--- config.mk ---
export PLATFORM = sky130hd
export DESIGN_NAME = bld_fifo
export DESIGN_NICKNAME = d
export VERILOG_FILES = /design/src/hdl/bld_pkg.sv /design/src/hdl/bld_fifo.sv
export SDC_FILE = /design/constraint.sdc
export NUM_CORES = 1
export LEC_CHECK = 0
export ABC_AREA = 1
export BUFFER_PORTS_ARGS = -buffer_cell sky130_fd_sc_hd__buf_2
export CORE_MARGIN = 2
export CORE_UTILIZATION = 50
export CTS_CLUSTER_DIAMETER = 40
export DETAILED_ROUTE_END_ITERATION = 7
export PLACE_DENSITY = 0.76
export SKIP_CTS_REPAIR_TIMING = 1
export SLEW_MARGIN = 20
export SYNTH_ARGS = -nofsm -noshare
export SYNTH_HDL_FRONTEND = slang
export SYNTH_SLANG_ARGS = --single-unit
--- constraint.sdc ---
create_clock -name clk -period 2.72 [get_ports clk]
set_input_delay 0.272 -clock clk [delete_from_list [all_inputs] [get_ports clk]]
set_output_delay 0.272 -clock clk [all_outputs]
set_load 0.05 [all_outputs]
--- src/hdl/bld_pkg.sv ---
`timescale 1ns / 1ps
// ---------------------------------------------------------------------------
// bld_pkg
// Types, codes and defaults shared by the bounded list deque unit.
// ---------------------------------------------------------------------------
package bld_pkg;

  localparam int DEPTH_DEF      = 256;
  localparam int DATA_WIDTH_DEF = 32;
  localparam int VALUE_W        = 32;
  localparam int OPCODE_W       = 3;
  localparam int STATUS_W       = 2;
  localparam int COUNT_W        = 9;
  localparam int QUEUE_DEPTH    = 2;
  localparam int QPTR_W         = 1;

  localparam logic [OPCODE_W-1:0] OPC_INSERT_FRONT = 3'd0;
  localparam logic [OPCODE_W-1:0] OPC_APPEND_BACK  = 3'd1;
  localparam logic [OPCODE_W-1:0] OPC_REMOVE_FRONT = 3'd2;
  localparam logic [OPCODE_W-1:0] OPC_REMOVE_BACK  = 3'd3;
  localparam logic [OPCODE_W-1:0] OPC_SEARCH       = 3'd4;
  localparam logic [OPCODE_W-1:0] OPC_REVERSE      = 3'd5;

  localparam logic [STATUS_W-1:0] ST_DONE  = 2'd0;
  localparam logic [STATUS_W-1:0] ST_FULL  = 2'd1;
  localparam logic [STATUS_W-1:0] ST_EMPTY = 2'd2;

  typedef enum logic [2:0] {
    OPK_PUT_FRONT,
    OPK_PUT_BACK,
    OPK_DROP_FRONT,
    OPK_DROP_BACK,
    OPK_SEARCH,
    OPK_REVERSE,
    OPK_NOP
  } op_kind_t;

  typedef enum logic {
    BK_IDLE,
    BK_SEARCH
  } back_state_t;

  typedef struct packed {
    logic [OPCODE_W-1:0]       opcode;
    logic signed [VALUE_W-1:0] value;
  } in_t;

  typedef struct packed {
    logic [STATUS_W-1:0] status;
    logic                found;
    logic [COUNT_W-1:0]  entry_count;
  } out_t;

  typedef struct packed {
    op_kind_t            kind;
    logic [VALUE_W-1:0]  value;
  } queue_item_t;

  typedef struct packed {
    logic        push;
    queue_item_t item;
  } queue_push_t;

endpackage

--- src/hdl/bld_fifo.sv ---
`timescale 1ns / 1ps
// ---------------------------------------------------------------------------
// bld_fifo
// Short command queue between the intake and the execution back end.
// ---------------------------------------------------------------------------
module bld_fifo (
  input  logic                 clk,
  input  logic                 rst_n,
  input  bld_pkg::queue_push_t q_push,
  input  logic                 pop,
  output logic                 full,
  output logic                 not_empty,
  output bld_pkg::queue_item_t head
);

  localparam int PW = bld_pkg::QPTR_W;
  localparam int QD = bld_pkg::QUEUE_DEPTH;

  bld_pkg::queue_item_t slot_r [QD];
  logic [PW-1:0]        wr_ptr_r, wr_ptr_nxt;
  logic [PW-1:0]        rd_ptr_r, rd_ptr_nxt;
  logic [PW:0]          fill_r, fill_nxt;
  logic                 do_pop;

  assign full      = (fill_r == (PW+1)'(QD));
  assign not_empty = (fill_r != '0);
  assign head      = slot_r[rd_ptr_r];
  assign do_pop    = pop && not_empty;

  always_comb begin
    wr_ptr_nxt = wr_ptr_r;
    rd_ptr_nxt = rd_ptr_r;
    fill_nxt   = fill_r;
    if (q_push.push) begin
      wr_ptr_nxt = (wr_ptr_r == PW'(QD - 1)) ? '0 : wr_ptr_r + 1'b1;
    end
    if (do_pop) begin
      rd_ptr_nxt = (rd_ptr_r == PW'(QD - 1)) ? '0 : rd_ptr_r + 1'b1;
    end
    if (q_push.push && !do_pop) begin
      fill_nxt = fill_r + 1'b1;
    end else if (do_pop && !q_push.push) begin
      fill_nxt = fill_r - 1'b1;
    end
  end

  always_ff @(posedge clk) begin
    if (!rst_n) begin
      wr_ptr_r <= '0;
      rd_ptr_r <= '0;
      fill_r   <= '0;
    end else begin
      wr_ptr_r <= wr_ptr_nxt;
      rd_ptr_r <= rd_ptr_nxt;
      fill_r   <= fill_nxt;
    end
  end

  always_ff @(posedge clk) begin
    if (q_push.push) begin
      slot_r[wr_ptr_r] <= q_push.item;
    end
  end

endmodule

==> reports/summary.log <==
INFO  status         run_status=completed
INFO  setup_path     timing.reg2reg.worst_path_depth=3
INFO  floorplanning  fp.dieArea=6460µm²
INFO  sta            period_minus_slack=2.05ns
INFO  setup_path     timing.critical_path.arrival=1.78ns
INFO  sta            grt_setup_unrepaired=false
INFO  synth          ys.flop_type=sky130_fd_sc_hd__edfxtp_1
INFO  route          pre_repair_dr_iteration_count=4
INFO  synth          synth_area_leaders=sky130_fd_sc_hd__edfxtp_1 (72%), sky130_fd_sc_hd__mux2_4 (15%), sky130_fd_sc_hd__dfxtp_1 (3.4%), sky130_fd_sc_hd__buf_12 (2.1%), sky130_fd_sc_hd__mux2_2 (1.9%)
INFO  clocking       cts.sinks=75
INFO  floorplanning  design.portCount=76
INFO  route          drt-vias-per-instance=4.76
INFO  synth          sequential_area_share_after_synthesis=75.5%
INFO  sta            timing.clock.skew=0.00555ns
INFO  place          place.detailed.hpwl=3150µm
INFO  min_path       min_path_cells=1
INFO  route          drcViolationCount=0
INFO  setup_path     worstReg2RegStart=wr_ptr_r
INFO  min_path       hold-path-endpoint=slot_r[0][5]
INFO  layout         instances_no_fill=307
INFO  floorplanning  placement_rows=27
INFO  route          wire_per_inst=15.0µm
INFO  setup_path     worst_path_max_fanout=20
INFO  route          detail-route-antenna-nets=0
INFO  setup_path     critical_path_required=2.45ns
INFO  route          route.final.wire_length=4600µm
INFO  min_path       worst_hold_startpoint=q_push[5]
INFO  pwr            worst_ir_drop_vdd=0.418mV
INFO  clocking       tritoncts_buffers=9
INFO  synth          ys.warnings.count=0
INFO  place          port-buffer-count=75
INFO  global_route   initial_antenna_violation_count=0
INFO  pwr            power.density=780nW/µm²
INFO  setup_path     critical_path_class=flip-flop to primary output
INFO  synth          synthesis.area_per_instance=20.1µm²
INFO  synth          yosysMostFrequentCell=sky130_fd_sc_hd__edfxtp_1
INFO  layout         n_antenna_cell=0
INFO  sta            slew_violations=0
INFO  sta            setup_viol=0
INFO  clocking       ctsLongestPathBuffers=2
INFO  global_route   grt-ovfl-total=0
INFO  setup_path     endpoint_kind=primary output
INFO  synth          post_synth_instance_area=2920µm²
INFO  place          place_congestion=0.696
INFO  sta            timing.setup.tns=0ns
INFO  floorplanning  start_util=52.3%
INFO  synth          synth_cells=145
INFO  floorplanning  die_width=80.4µm
INFO  layout         post_route_cells_drive_above_1_share=54.5%
INFO  clocking       clk_root_buffer_cell=sky130_fd_sc_hd__clkbuf_8
INFO  route          via_count=1461
INFO  sta            worst_pin_slew=0.497ns
INFO  layout         layout.nets=270
INFO  sta            fin_crit_sh=75.5%
INFO  sta            slew_headroom=66.9%
INFO  min_path       worst_hold_path_type=input pin to flip-flop
INFO  pwr            leakage=1.44nW
INFO  setup_path     worst-r2r-setup-slack=1.40ns
INFO  layout         filler_cell_count=410
INFO  clocking       worst_setup_hold_path_clk_slew=0.07ns
INFO  global_route   number_of_global_route_vias_before_repair=1467
INFO  global_route   track_usage=15.1%
INFO  synth          cell_accounting_for_the_most_synthesized_area=sky130_fd_sc_hd__edfxtp_1
INFO  place          placed_instances=291
INFO  synth          async_reset_ff_share=0%
INFO  sta            clock.fmax=487MHz
INFO  synth          synth_top_area_share=72.1%
INFO  global_route   grt_first_pass_wirelength=7010µm
INFO  floorplanning  core_outline_area=5570µm²
INFO  layout         area_delta_synth_final=21.3%
INFO  synth          synthDistinctLibCells=15
INFO  floorplanning  die-height=80.4µm
INFO  synth          post_synth_most_frequent_cells=sky130_fd_sc_hd__edfxtp_1 (70), sky130_fd_sc_hd__mux2_4 (30), sky130_fd_sc_hd__nand2_1 (9)
INFO  setup_path     start_kind=flip-flop
INFO  synth          ys_ff_latch=75
INFO  synth          synthesized_net_count=185
INFO  clocking       clock_tree_from_tritoncts=built
INFO  sta            hold_violations=0
INFO  job            cap_viol_max_count=0
INFO  global_route   grt_start_max_net_pins=36
INFO  clocking       clkLatencyLatePin=0.33ns
INFO  synth          synth-edff-count=70
INFO  setup_path     r2r_path_end=slot_r[1][0]
INFO  clocking       cts_max_level=3
INFO  route          drt-initial-drc-count=71
[critical path: stages, from the launching register on]
cell,delay [ns]
sky130_fd_sc_hd__dfxtp_2,0.65
sky130_fd_sc_hd__buf_12,0.26
sky130_fd_sc_hd__mux2_4,0.32
sky130_fd_sc_hd__buf_2,0.21
[kinds of logic (layout without fill, tap and decap cells)]
kind of cell	after synthesis	count (layout)	synth area share, %
DFF	75	75	75.5
buffers and inverters	12	102	3.48
AOI/OAI and AO/OA	3	3	0.601
and+or+nand+nor	19	19	2.58
muxes	35	35	17.4
adders and majority gates	1	1	0.429
[area by class of cell]
class / instances / area [µm²] / share of cell area, %
Sequential cell: 75 / 2200 / 62.3
Multi-Input combinational cell: 58 / 619 / 17.5
Timing Repair Buffer: 78 / 410 / 11.6
Clock buffer: 9 / 124 / 3.50
Clock inverter: 7 / 58.8 / 1.66
Tap cell: 72 / 90.1 / 2.55
Inverter: 8 / 30.0 / 0.849
[registers in the layout (all words and copies together), names as in the netlist, named ones only]
register	count
wr_ptr_r	1
slot_r	70
rd_ptr_r	1
fill_r	2
[cells in the final DEF, fill, tap and decap left out]
cell,instances
sky130_fd_sc_hd__a21oi_1,1
sky130_fd_sc_hd__buf_12,1
sky130_fd_sc_hd__buf_2,75
sky130_fd_sc_hd__buf_4,2
sky130_fd_sc_hd__bufinv_16,1
sky130_fd_sc_hd__clkbuf_8,9
sky130_fd_sc_hd__clkinv_1,3
sky130_fd_sc_hd__clkinv_2,2
sky130_fd_sc_hd__clkinvlp_4,1
sky130_fd_sc_hd__dfxtp_1,4
sky130_fd_sc_hd__dfxtp_2,1
sky130_fd_sc_hd__edfxtp_1,70
sky130_fd_sc_hd__ha_1,1
sky130_fd_sc_hd__inv_1,8
sky130_fd_sc_hd__mux2_2,5
sky130_fd_sc_hd__mux2_4,30
sky130_fd_sc_hd__nand2_1,9
sky130_fd_sc_hd__nand3_1,1
sky130_fd_sc_hd__nand4_1,1
sky130_fd_sc_hd__nor2_1,7
sky130_fd_sc_hd__nor2_4,1
sky130_fd_sc_hd__o21a_1,1
sky130_fd_sc_hd__o21ai_0,1
[worst max path at each step]
stage / from / slack [ns] / endpoint / cells past startpoint
6_report: flip-flop / 0.67 / head[31] / 3
5_1_grt: flip-flop / 0.60 / head[22] / 3
4_1_cts: flip-flop / 0.64 / head[31] / 3
3_5_place_dp: flip-flop / 1.0 / head[31] / 3
3_3_place_gp: flip-flop / 1.00 / head[26] / 3
2_1_floorplan: wr_ptr_r / 0.49 / slot_r[0][0] / 1
[routing by layer]
layer	wire [µm]	global-route usage, %
met5	0	0
met4	103	8.64
met1	1810	16.2
met2	2430	26.6
met3	254	4.16
[metrics by stage]
| stage | instance area, µm² | setup WS [ns] | power [mW] | utilization, % | hold WS, ns |
|---|---|---|---|---|---|
| final | 3540 | 0.667 | 2.76 | 63.4 | 0.124 |
| after CTS | 3540 | 0.637 | 2.79 | 63.4 | 0.108 |
| after global placement | 3350 | 1.00 | 2.00 | 60.2 | 0.460 |
| after detailed placement | 3350 | 0.996 | 2.01 | 60.2 | 0.464 |
| after floorplan | 2920 | 0.492 | 1.90 | - | 0.371 |
| after global routing | 3540 | 0.596 | 2.86 | 63.4 | 0.106 |
[power breakdown]
| group | switching, mW | internal, mW |
|---|---|---|
| Clock | 0.369 | 0.411 |
| Sequential | 0.0389 | 1.34 |
| Combinational | 0.399 | 0.203 |
| Total | 0.807 | 1.95 |
(Power assumes the default switching activity.)
